## src/rtl/servo_shutter_controller_defines.svh

```systemverilog
// Assertion macros shared by the servo shutter controller RTL.
`ifndef SERVO_SHUTTER_CONTROLLER_DEFINES_SVH
`define SERVO_SHUTTER_CONTROLLER_DEFINES_SVH

// Same-cycle implication, checked outside reset.
`define SSC_ASSERT_NOW(label, clk, rst_n, ante, cons) \
    label: assert property (@(posedge clk) disable iff (!(rst_n)) (ante) |-> (cons)) \
        else $error("same-cycle check failed");

// Next-cycle implication, checked outside reset.
`define SSC_ASSERT_NEXT(label, clk, rst_n, ante, cons) \
    label: assert property (@(posedge clk) disable iff (!(rst_n)) (ante) |=> (cons)) \
        else $error("next-cycle check failed");

`endif

```

## src/rtl/ssc_pkg.sv

```systemverilog
// Shared types and constants of the servo shutter controller.
`default_nettype none

package ssc_pkg;

    localparam int SERVO_MAX  = 8;
    localparam int CFG_IDX_W  = 3;
    localparam int CFG_DATA_W = 16;

    localparam logic [CFG_IDX_W-1:0] CFG_CLOSED_WIDTH  = 3'd0;
    localparam logic [CFG_IDX_W-1:0] CFG_OPEN_WIDTH    = 3'd1;
    localparam logic [CFG_IDX_W-1:0] CFG_FRAME_TICKS   = 3'd2;
    localparam logic [CFG_IDX_W-1:0] CFG_UNIT_DIVIDER  = 3'd3;
    localparam logic [CFG_IDX_W-1:0] CFG_TIMEOUT_UNITS = 3'd4;

    localparam logic [9:0]  RST_CLOSED_WIDTH  = 10'd21;
    localparam logic [9:0]  RST_OPEN_WIDTH    = 10'd26;
    localparam logic [9:0]  RST_FRAME_TICKS   = 10'd360;
    localparam logic [15:0] RST_UNIT_DIVIDER  = 16'd2001;
    localparam logic [7:0]  RST_TIMEOUT_UNITS = 8'd5;

    localparam logic [7:0] CHAR_S_UP = 8'h53;
    localparam logic [7:0] CHAR_S_LO = 8'h73;
    localparam logic [7:0] CHAR_Q_UP = 8'h51;
    localparam logic [7:0] CHAR_Q_LO = 8'h71;
    localparam logic [7:0] CHAR_CR   = 8'h0D;
    localparam logic [7:0] CHAR_LF   = 8'h0A;
    localparam logic [7:0] CHAR_ZERO = 8'h30;
    localparam logic [7:0] CHAR_ONE  = 8'h31;
    localparam logic [7:0] CHAR_NINE = 8'h39;

    typedef enum logic [1:0] {
        REPLY_CLOSED    = 2'd0,
        REPLY_OPEN      = 2'd1,
        REPLY_BAD_SERVO = 2'd2,
        REPLY_TIMEOUT   = 2'd3
    } t_reply;

    typedef struct packed {
        logic [9:0]  closed_width;
        logic [9:0]  open_width;
        logic [9:0]  frame_ticks;
        logic [15:0] unit_divider;
        logic [7:0]  timeout_units;
    } t_cfg;

    typedef struct packed {
        logic                 reply_valid;
        t_reply               reply_code;
        logic                 set_en;
        logic                 set_open;
        logic [SERVO_MAX-1:0] mask;
    } t_cmd;

endpackage

`default_nettype wire

```

## src/rtl/ssc_cfg_regs.sv

```systemverilog
// Configuration register bank of the servo shutter controller.
`default_nettype none

module ssc_cfg_regs (
    input  wire logic                           i_clk,
    input  wire logic                           i_rst_n,
    input  wire logic                           i_cfg_we,
    input  wire logic [ssc_pkg::CFG_IDX_W-1:0]  i_cfg_index,
    input  wire logic [ssc_pkg::CFG_DATA_W-1:0] i_cfg_data,
    output      ssc_pkg::t_cfg                  o_cfg
);
    import ssc_pkg::*;

    t_cfg r_cfg;

    always_ff @(posedge i_clk) begin
        if (!i_rst_n) begin
            r_cfg.closed_width  <= RST_CLOSED_WIDTH;
            r_cfg.open_width    <= RST_OPEN_WIDTH;
            r_cfg.frame_ticks   <= RST_FRAME_TICKS;
            r_cfg.unit_divider  <= RST_UNIT_DIVIDER;
            r_cfg.timeout_units <= RST_TIMEOUT_UNITS;
        end else if (i_cfg_we) begin
            case (i_cfg_index)
                CFG_CLOSED_WIDTH:  r_cfg.closed_width  <= i_cfg_data[9:0];
                CFG_OPEN_WIDTH:    r_cfg.open_width    <= i_cfg_data[9:0];
                CFG_FRAME_TICKS:   r_cfg.frame_ticks   <= i_cfg_data[9:0];
                CFG_UNIT_DIVIDER:  r_cfg.unit_divider  <= i_cfg_data[15:0];
                CFG_TIMEOUT_UNITS: r_cfg.timeout_units <= i_cfg_data[7:0];
                default: ;
            endcase
        end
    end

    assign o_cfg = r_cfg;

endmodule

`default_nettype wire

```

## src/rtl/ssc_timebase.sv

```systemverilog
// Frame counter and coarse time-unit divider.
`default_nettype none

module ssc_timebase (
    input  wire logic        i_clk,
    input  wire logic        i_rst_n,
    input  wire logic        i_step,
    input  wire logic [9:0]  i_frame_ticks,
    input  wire logic [15:0] i_unit_divider,
    output      logic [9:0]  o_frame_count,
    output      logic        o_unit_adv
);
    logic [9:0]  r_frame;
    logic [9:0]  n_frame;
    logic [15:0] r_unit;
    logic [15:0] n_unit;
    logic        r_unit_adv;
    logic        n_unit_adv;
    logic [10:0] w_frame_inc;
    logic [15:0] w_unit_inc;

    always_comb begin
        w_frame_inc = {1'b0, r_frame} + 11'd1;
        n_frame     = (w_frame_inc < {1'b0, i_frame_ticks}) ? w_frame_inc[9:0] : 10'd0;
        w_unit_inc  = r_unit + 16'd1;
        n_unit_adv  = (w_unit_inc >= i_unit_divider);
        n_unit      = n_unit_adv ? 16'd0 : w_unit_inc;
    end

    always_ff @(posedge i_clk) begin
        if (!i_rst_n) begin
            r_frame    <= 10'd0;
            r_unit     <= 16'd0;
            r_unit_adv <= 1'b0;
        end else if (i_step) begin
            r_frame    <= n_frame;
            r_unit     <= n_unit;
            r_unit_adv <= n_unit_adv;
        end
    end

    assign o_frame_count = r_frame;
    assign o_unit_adv    = r_unit_adv;

endmodule

`default_nettype wire

```

## src/rtl/ssc_cmd_parser.sv

```systemverilog
// Serial command parser for set and query commands with timeout.
`default_nettype none

module ssc_cmd_parser #(
    parameter int SERVO_CHANS = 4
) (
    input  wire logic                   i_clk,
    input  wire logic                   i_rst_n,
    input  wire logic                   i_step,
    input  wire logic                   i_byte_valid,
    input  wire logic [7:0]             i_rx_byte,
    input  wire logic                   i_unit_adv,
    input  wire logic [7:0]             i_timeout_units,
    input  wire logic [SERVO_CHANS-1:0] i_servo_open,
    output      ssc_pkg::t_cmd          o_cmd
);
    import ssc_pkg::*;

    typedef enum logic [1:0] {
        PH_IDLE      = 2'd0,
        PH_SET_SERVO = 2'd1,
        PH_SET_STATE = 2'd2,
        PH_QUERY     = 2'd3
    } t_phase;

    t_phase     r_phase;
    t_phase     n_phase;
    logic [3:0] r_held;
    logic [3:0] n_held;
    logic [7:0] r_units;
    logic [7:0] n_units;

    logic                 w_is_digit;
    logic                 w_is_eol;
    logic                 w_done;
    logic [3:0]           w_digit;
    logic [SERVO_MAX-1:0] w_cur_mask;
    logic [SERVO_MAX-1:0] w_held_mask;
    t_cmd                 w_cmd;

    always_comb begin
        w_is_digit = (i_rx_byte >= CHAR_ZERO) && (i_rx_byte <= CHAR_NINE);
        w_is_eol   = (i_rx_byte == CHAR_CR) || (i_rx_byte == CHAR_LF);
        w_done     = w_is_digit || w_is_eol;
        w_digit    = w_is_digit ? i_rx_byte[3:0] : 4'd0;
        w_cur_mask  = '0;
        w_held_mask = '0;
        for (int k = 0; k < SERVO_CHANS; k++) begin
            w_cur_mask[k]  = (w_digit == 4'(k + 1));
            w_held_mask[k] = (r_held == 4'(k + 1));
        end
    end

    always_comb begin
        n_phase = r_phase;
        n_held  = r_held;
        n_units = r_units;
        w_cmd   = '0;

        if (r_phase != PH_IDLE && i_unit_adv) begin
            if (r_units <= 8'd1) begin
                w_cmd.reply_valid = 1'b1;
                w_cmd.reply_code  = REPLY_TIMEOUT;
                n_phase           = PH_IDLE;
                n_units           = 8'd0;
            end else begin
                n_units = r_units - 8'd1;
            end
        end

        if (i_byte_valid) begin
            case (n_phase)
                PH_IDLE: begin
                    if (i_rx_byte == CHAR_S_UP || i_rx_byte == CHAR_S_LO) begin
                        n_phase = PH_SET_SERVO;
                        n_units = i_timeout_units;
                    end else if (i_rx_byte == CHAR_Q_UP || i_rx_byte == CHAR_Q_LO) begin
                        n_phase = PH_QUERY;
                        n_units = i_timeout_units;
                    end
                end
                PH_SET_SERVO: begin
                    if (w_is_digit) begin
                        n_held  = w_digit;
                        n_phase = PH_SET_STATE;
                    end else if (w_is_eol) begin
                        w_cmd.reply_valid = 1'b1;
                        w_cmd.reply_code  = REPLY_BAD_SERVO;
                        n_phase           = PH_IDLE;
                    end
                end
                PH_SET_STATE: begin
                    if (w_done) begin
                        if (|w_held_mask) begin
                            w_cmd.set_en   = 1'b1;
                            w_cmd.set_open = (i_rx_byte == CHAR_ONE);
                            w_cmd.mask     = w_held_mask;
                        end else begin
                            w_cmd.reply_valid = 1'b1;
                            w_cmd.reply_code  = REPLY_BAD_SERVO;
                        end
                        n_phase = PH_IDLE;
                    end
                end
                PH_QUERY: begin
                    if (w_done) begin
                        w_cmd.reply_valid = 1'b1;
                        if (|w_cur_mask) begin
                            w_cmd.reply_code = (|(i_servo_open & w_cur_mask[SERVO_CHANS-1:0]))
                                ? REPLY_OPEN : REPLY_CLOSED;
                        end else begin
                            w_cmd.reply_code = REPLY_BAD_SERVO;
                        end
                        n_phase = PH_IDLE;
                    end
                end
                default: n_phase = PH_IDLE;
            endcase
        end
    end

    always_ff @(posedge i_clk) begin
        if (!i_rst_n) begin
            r_phase <= PH_IDLE;
            r_held  <= 4'd0;
            r_units <= 8'd0;
        end else if (i_step) begin
            r_phase <= n_phase;
            r_held  <= n_held;
            r_units <= n_units;
        end
    end

    assign o_cmd = w_cmd;

endmodule

`default_nettype wire

```

## src/rtl/servo_shutter_controller.sv

```systemverilog
// Top level of the servo shutter controller: beat registers, servo state and PWM.
`default_nettype none

// Each input beat is one timer tick. A beat is taken into an input register and
// processed in a single pass into the result register once that register is free, so
// one beat can be accepted every clock while the result side keeps up; a waiting
// result only stalls input once the input register is also full. Configuration
// writes take effect at the next edge and are meant to be issued while no beat is
// in flight.

module servo_shutter_controller #(
    parameter int SERVO_CHANS = 4
) (
    input  wire logic                           i_clk,
    input  wire logic                           i_rst_n,
    input  wire logic                           i_cfg_we,
    input  wire logic [ssc_pkg::CFG_IDX_W-1:0]  i_cfg_index,
    input  wire logic [ssc_pkg::CFG_DATA_W-1:0] i_cfg_data,
    input  wire logic                           i_in_valid,
    output      logic                           o_in_ready,
    input  wire logic [SERVO_CHANS-1:0]         i_buttons,
    input  wire logic                           i_byte_valid,
    input  wire logic [7:0]                     i_rx_byte,
    output      logic                           o_out_valid,
    input  wire logic                           i_out_ready,
    output      logic [SERVO_CHANS-1:0]         o_pwm,
    output      logic [SERVO_CHANS-1:0]         o_leds,
    output      logic                           o_reply_valid,
    output      logic [1:0]                     o_reply_code
);
    import ssc_pkg::*;
    `include "servo_shutter_controller_defines.svh"

    logic                   r_in_valid;
    logic [SERVO_CHANS-1:0] r_buttons;
    logic                   r_byte_valid;
    logic [7:0]             r_rx_byte;

    logic                   r_out_valid;
    logic [SERVO_CHANS-1:0] r_pwm;
    logic [SERVO_CHANS-1:0] r_leds;
    logic                   r_reply_valid;
    t_reply                 r_reply_code;

    logic                   r_primed;
    logic [SERVO_CHANS-1:0] r_last_buttons;
    logic [SERVO_CHANS-1:0] r_servo_open;
    logic [SERVO_CHANS-1:0] n_last_buttons;
    logic [SERVO_CHANS-1:0] n_servo_open;

    logic                   w_move;
    logic                   w_in_ready;
    logic [SERVO_CHANS-1:0] w_toggled;
    logic [SERVO_CHANS-1:0] w_mask;
    logic [SERVO_CHANS-1:0] n_pwm;
    logic [9:0]             w_frame_count;
    logic                   w_unit_adv;
    t_cfg                   w_cfg;
    t_cmd                   w_cmd;

    assign w_move     = r_in_valid && (!r_out_valid || i_out_ready);
    assign w_in_ready = !r_in_valid || w_move;

    ssc_cfg_regs u_cfg (
        .i_clk       (i_clk),
        .i_rst_n     (i_rst_n),
        .i_cfg_we    (i_cfg_we),
        .i_cfg_index (i_cfg_index),
        .i_cfg_data  (i_cfg_data),
        .o_cfg       (w_cfg)
    );

    ssc_timebase u_timebase (
        .i_clk          (i_clk),
        .i_rst_n        (i_rst_n),
        .i_step         (w_move),
        .i_frame_ticks  (w_cfg.frame_ticks),
        .i_unit_divider (w_cfg.unit_divider),
        .o_frame_count  (w_frame_count),
        .o_unit_adv     (w_unit_adv)
    );

    ssc_cmd_parser #(
        .SERVO_CHANS (SERVO_CHANS)
    ) u_parser (
        .i_clk           (i_clk),
        .i_rst_n         (i_rst_n),
        .i_step          (w_move),
        .i_byte_valid    (r_byte_valid),
        .i_rx_byte       (r_rx_byte),
        .i_unit_adv      (w_unit_adv),
        .i_timeout_units (w_cfg.timeout_units),
        .i_servo_open    (w_toggled),
        .o_cmd           (w_cmd)
    );

    always_comb begin
        w_toggled      = r_servo_open;
        n_last_buttons = r_last_buttons;
        if (!r_primed) begin
            n_last_buttons = r_buttons;
        end else if (w_unit_adv) begin
            w_toggled      = r_servo_open ^ (r_buttons & ~r_last_buttons);
            n_last_buttons = r_buttons;
        end

        w_mask       = w_cmd.mask[SERVO_CHANS-1:0];
        n_servo_open = w_toggled;
        if (w_cmd.set_en) begin
            n_servo_open = w_cmd.set_open ? (w_toggled | w_mask) : (w_toggled & ~w_mask);
        end

        for (int k = 0; k < SERVO_CHANS; k++) begin
            n_pwm[k] = w_frame_count <= (n_servo_open[k] ? w_cfg.open_width
                                                         : w_cfg.closed_width);
        end
    end

    always_ff @(posedge i_clk) begin
        if (!i_rst_n) begin
            r_in_valid   <= 1'b0;
            r_out_valid  <= 1'b0;
            r_primed     <= 1'b0;
            r_servo_open <= '0;
        end else begin
            if (w_in_ready) begin
                r_in_valid <= i_in_valid;
            end
            if (w_move) begin
                r_out_valid  <= 1'b1;
                r_primed     <= 1'b1;
                r_servo_open <= n_servo_open;
            end else if (i_out_ready) begin
                r_out_valid <= 1'b0;
            end
        end
    end

    always_ff @(posedge i_clk) begin
        if (w_in_ready && i_in_valid) begin
            r_buttons    <= i_buttons;
            r_byte_valid <= i_byte_valid;
            r_rx_byte    <= i_rx_byte;
        end
        if (w_move) begin
            r_last_buttons <= n_last_buttons;
            r_pwm          <= n_pwm;
            r_leds         <= n_servo_open;
            r_reply_valid  <= w_cmd.reply_valid;
            r_reply_code   <= w_cmd.reply_valid ? w_cmd.reply_code : REPLY_CLOSED;
        end
    end

    assign o_in_ready    = w_in_ready;
    assign o_out_valid   = r_out_valid;
    assign o_pwm         = r_pwm;
    assign o_leds        = r_leds;
    assign o_reply_valid = r_reply_valid;
    assign o_reply_code  = r_reply_code;

    `SSC_ASSERT_NOW(a_ready_when_out_free, i_clk, i_rst_n, !r_out_valid, w_in_ready)
    `SSC_ASSERT_NEXT(a_state_holds_on_stall, i_clk, i_rst_n, !w_move, $stable(r_servo_open))
    `SSC_ASSERT_NOW(a_code_zero_no_reply, i_clk, i_rst_n,
        r_out_valid && !r_reply_valid, r_reply_code == REPLY_CLOSED)

endmodule

`default_nettype wire

```

## config.mk

```make
export PLATFORM = sky130hd
export DESIGN_NAME = servo_shutter_controller
export DESIGN_NICKNAME = d
export VERILOG_FILES = /design/src/rtl/ssc_pkg.sv /design/src/rtl/ssc_cfg_regs.sv /design/src/rtl/ssc_timebase.sv /design/src/rtl/ssc_cmd_parser.sv /design/src/rtl/servo_shutter_controller.sv
export VERILOG_INCLUDE_DIRS = /design/src /design/src/rtl
export SDC_FILE = /design/constraint.sdc
export NUM_CORES = 1
export LEC_CHECK = 0
export ABC_AREA = 0
export BUFFER_PORTS_ARGS = -buffer_cell sky130_fd_sc_hd__buf_4
export CAP_MARGIN = 25
export CELL_PAD_IN_SITES_DETAIL_PLACEMENT = 0
export CELL_PAD_IN_SITES_GLOBAL_PLACEMENT = 1
export CORE_UTILIZATION = 45
export DETAILED_ROUTE_END_ITERATION = 16
export PLACE_DENSITY = 0.84
export SYNTH_ARGS = -nofsm -noshare
export SYNTH_HDL_FRONTEND = slang
export SYNTH_HIERARCHICAL = 1
export SYNTH_SLANG_ARGS = --single-unit
export TNS_END_PERCENT = 5
```

## constraint.sdc

```tcl
create_clock -name i_clk -period 4.65 [get_ports i_clk]
set_clock_uncertainty 0.15 [all_clocks]
set_input_delay 0.93 -clock i_clk [delete_from_list [all_inputs] [get_ports i_clk]]
set_output_delay 0.93 -clock i_clk [all_outputs]
set_load 0.05 [all_outputs]
```

==> impl_metrics.tcl <==
set metrics [dict create \
    status "complete, but fails checks" \
    violations "design-rule violations" \
    p_clk_share_pct 49.3 \
    setup_total_negative_slack_ns 0 \
    routed_wl_um 19000 \
    fillers 1656 \
    p_seq_share_pct 43.1 \
    viasPerCell 5.57 \
    dp_hpwl_um 13700 \
    placed_cells 1118 \
    switching_share_pct 22.8 \
    rsz0062_at_grt "no" \
    post_cts_buffers 0 \
    vias 6403 \
    cp_slowest_cell "or4b_1" \
    fin_nets 1014 \
    r2r_cells 16 \
    start_util_pct 45.8 \
    hold_viol_final 0 \
    crit_arrival_ns 4.24 \
    r2r-start "u_parser/r_units[0]" \
    path_cells "inv_1, ha_1, or2_4, and4_4, a211o_1, or4b_1, nor2_1, nand2_1, mux2i_2, buf_4, mux2i_1, ha_1, and3_1, nand3_1, o22ai_1, o31ai_1" \
    p_leak_uw 0.00421 \
    switchingPower_uw 639 \
    dr.pass1.iters 10 \
    cts_root_buf "clkbuf_16" \
    syn_inst 859 \
    synth_area_mm2 0.00820 \
    grt_pass1_vias 6132 \
    core_mm2 0.0179 \
    numClockSinks 130 \
    clock_latency_ns 0.42 \
    die_h_um 137 \
    ant_nets 0 \
    crit_path_max_fanout 11 \
    dieArea_mm2 0.0188 \
    regToRegSetupSlack_ns 0.50 \
    wire_per_inst_um 16.5 \
    numPortBuffers 49 \
    worstSetupPathType "reg2reg" \
    internal-power_uw 2160 \
    vdd_drop_max_mv 0.272 \
    drt_iter0_markers 437 \
    antenna_found_initial 0 \
    grt_pass1_wl_um 31000 \
    cts_max_path_buffers 2 \
    synthesis.nets 965 \
    whs_path_depth 0 \
    clock.fmax_ghz 0.241 \
    syn2layout_area_growth_pct 14.4 \
    cts_resized 0 \
    rr_endpoint "o_pwm[2]" \
    drv_slew 0 \
    tightest_slew_ns 1.06 \
    max_slew_margin_pct 28.9 \
    overflow 0 \
    hp-start "r_buttons[1]" \
    critical_path.max_stage_delay_ns 0.55 \
    yosys_warnings 6 \
    cap_viol_max_count 0 \
    p_per_area_mw_per_mm2 298 \
    gp_congestion 0.894 \
    critPathLaunchType "flop" \
    syn_avg_cell_area_um2 9.55 \
    final_cells 1150 \
    grt_max_degree 51 \
    antenna_cells 0 \
    ctsHtreeMaxLevel 4 \
    timing.final.crit_share_pct 89.3 \
    setup-violations-final 0 \
    critPathRequiredTime_ns 4.74 \
    core.rowCount 49 \
    die_w_um 137 \
    combPwrFrac_pct 7.6 \
    path_clk_slew_ns 0.06 \
    drive_above_1_share_pct 13.8 \
    numCtsBuffers 17 \
    pin_count 50 \
    grt_use_total_pct 21.5 \
    holdPathEnd "r_last_buttons[1]" \
    finalCriticalPeriod_ns 4.15 \
    cts_tree "built" \
    hold_class "reg2reg" \
    crit_top_cell "ha_1" \
    cts_hold_buffers 0 \
    cp-end-kind "flop" \
    drc 2 \
]
==> per-stage QoR <==
stage	setup slack (ns)	util [%]	area [um^2]	power, uW	hold WS, ns
2_1_floorplan	0.709	-	8200	1360	0.276
3_3_place_gp	0.581	49.1	8780	1440	0.294
3_5_place_dp	0.549	49.1	8780	1440	0.300
4_1_cts	0.516	52.4	9390	2830	0.313
5_1_grt	0.246	52.4	9390	2900	0.322
6_report	0.500	52.4	9390	2800	0.306
==> cell usage in the layout, fill, tap and decap left out, types with 4 or more instances in the layout <==
cell type and instances:
o31ai_1 6, nand2_1 81, and3_1 11, buf_4 62, o311ai_0 4, nor2_1 33
inv_1 50, mux2i_2 4, o21ai_0 17, nand4_1 20, xnor2_1 13, bufinv_16 4
ha_1 69, a22oi_1 7, a31oi_1 8, nor4_1 11, or2_2 4, mux2_2 4
a211oi_1 6, dfxtp_1 102, mux2i_1 98, edfxtp_1 28, xnor2_2 5, xor2_1 8
o211ai_1 5, o21a_1 6, a21oi_1 27, nand4b_1 5, nand3b_1 6, clkbuf_16 17
and2_1 8, clkbuf_1 4, nand2b_1 5, nor2b_1 53, a21o_1 16, nor3_1 11
nand3_1 28
==> layout make-up <==
type	count	area (um^2)	area share [%]
multi-input cells	645	4950	52.8
flip-flops and latches	130	2880	30.7
repair buffers	62	465	4.96
clock buffers	21	440	4.69
well taps	229	287	3.05
inverters	52	195	2.08
clock inverters	11	161	1.72
==> metal layers <==
metal / routed length, um / vias up / share of wire [%] / track usage, %
li1: - / 3235 / - / -
met1: 9250 / 3023 / 49 / 29.2
met2: 8630 / 117 / 46 / 33.5
met3: 705 / 28 / 3.7 / 4.30
met4: 370 / 0 / 2.0 / 7.63
met5: 0 / - / 0 / 0
==> worst max path at each step <==
| stage | to | startpoint | depth (start not counted) |
|---|---|---|---|
| after CTS | o_pwm[2] | u_parser/r_units[0] | 16 |
| after global placement | o_pwm[1] | u_parser/r_units[0] | 15 |
| final | o_pwm[2] | u_parser/r_units[0] | 16 |
| after floorplan | o_pwm[0] | u_parser/r_units[0] | 16 |
| after detailed placement | o_pwm[2] | u_parser/r_units[0] | 15 |
| after global routing | o_pwm[0] | u_parser/r_units[0] | 15 |
==> state kept, by name (all words and copies together), names as in the netlist <==
| signal | count |
|---|---|
| u_cfg/o_cfg | 54 |
| u_timebase/r_unit | 16 |
| u_timebase/o_frame_count | 10 |
| r_rx_byte | 8 |
| u_parser/r_units | 8 |
| o_leds | 4 |
| o_pwm | 4 |
| r_buttons | 4 |
| r_last_buttons | 4 |
| r_servo_open | 4 |
| u_parser/r_held | 4 |
| o_reply_code | 2 |
| u_parser/r_phase | 2 |
| o_out_valid | 1 |
| o_reply_valid | 1 |
| r_byte_valid | 1 |
| r_in_valid | 1 |
| r_primed | 1 |
| u_timebase/o_unit_adv | 1 |
==> power by group through the flow <==
| stage | Sequential [uW] | Combinational (uW) | Clock, uW |
|---|---|---|---|
| floorplan | 1230 | 134 | 0 |
| detailed placement | 1230 | 211 | 0 |
| finish | 1210 | 212 | 1380 |
| global route | 1210 | 234 | 1460 |
| CTS | 1210 | 212 | 1410 |
| global placement | 1230 | 210 | 0 |
==> critical path, delay by kind of cell (launching register included) <==
family,cells,cell delay (ns)
mux,2,0.46
compound gates,3,0.62
flops,1,0.39
buf+inv,2,0.35
fa+ha+maj,2,0.53
simple gates,7,1.48
No activity file was read; power rests on OpenSTA's default activity.
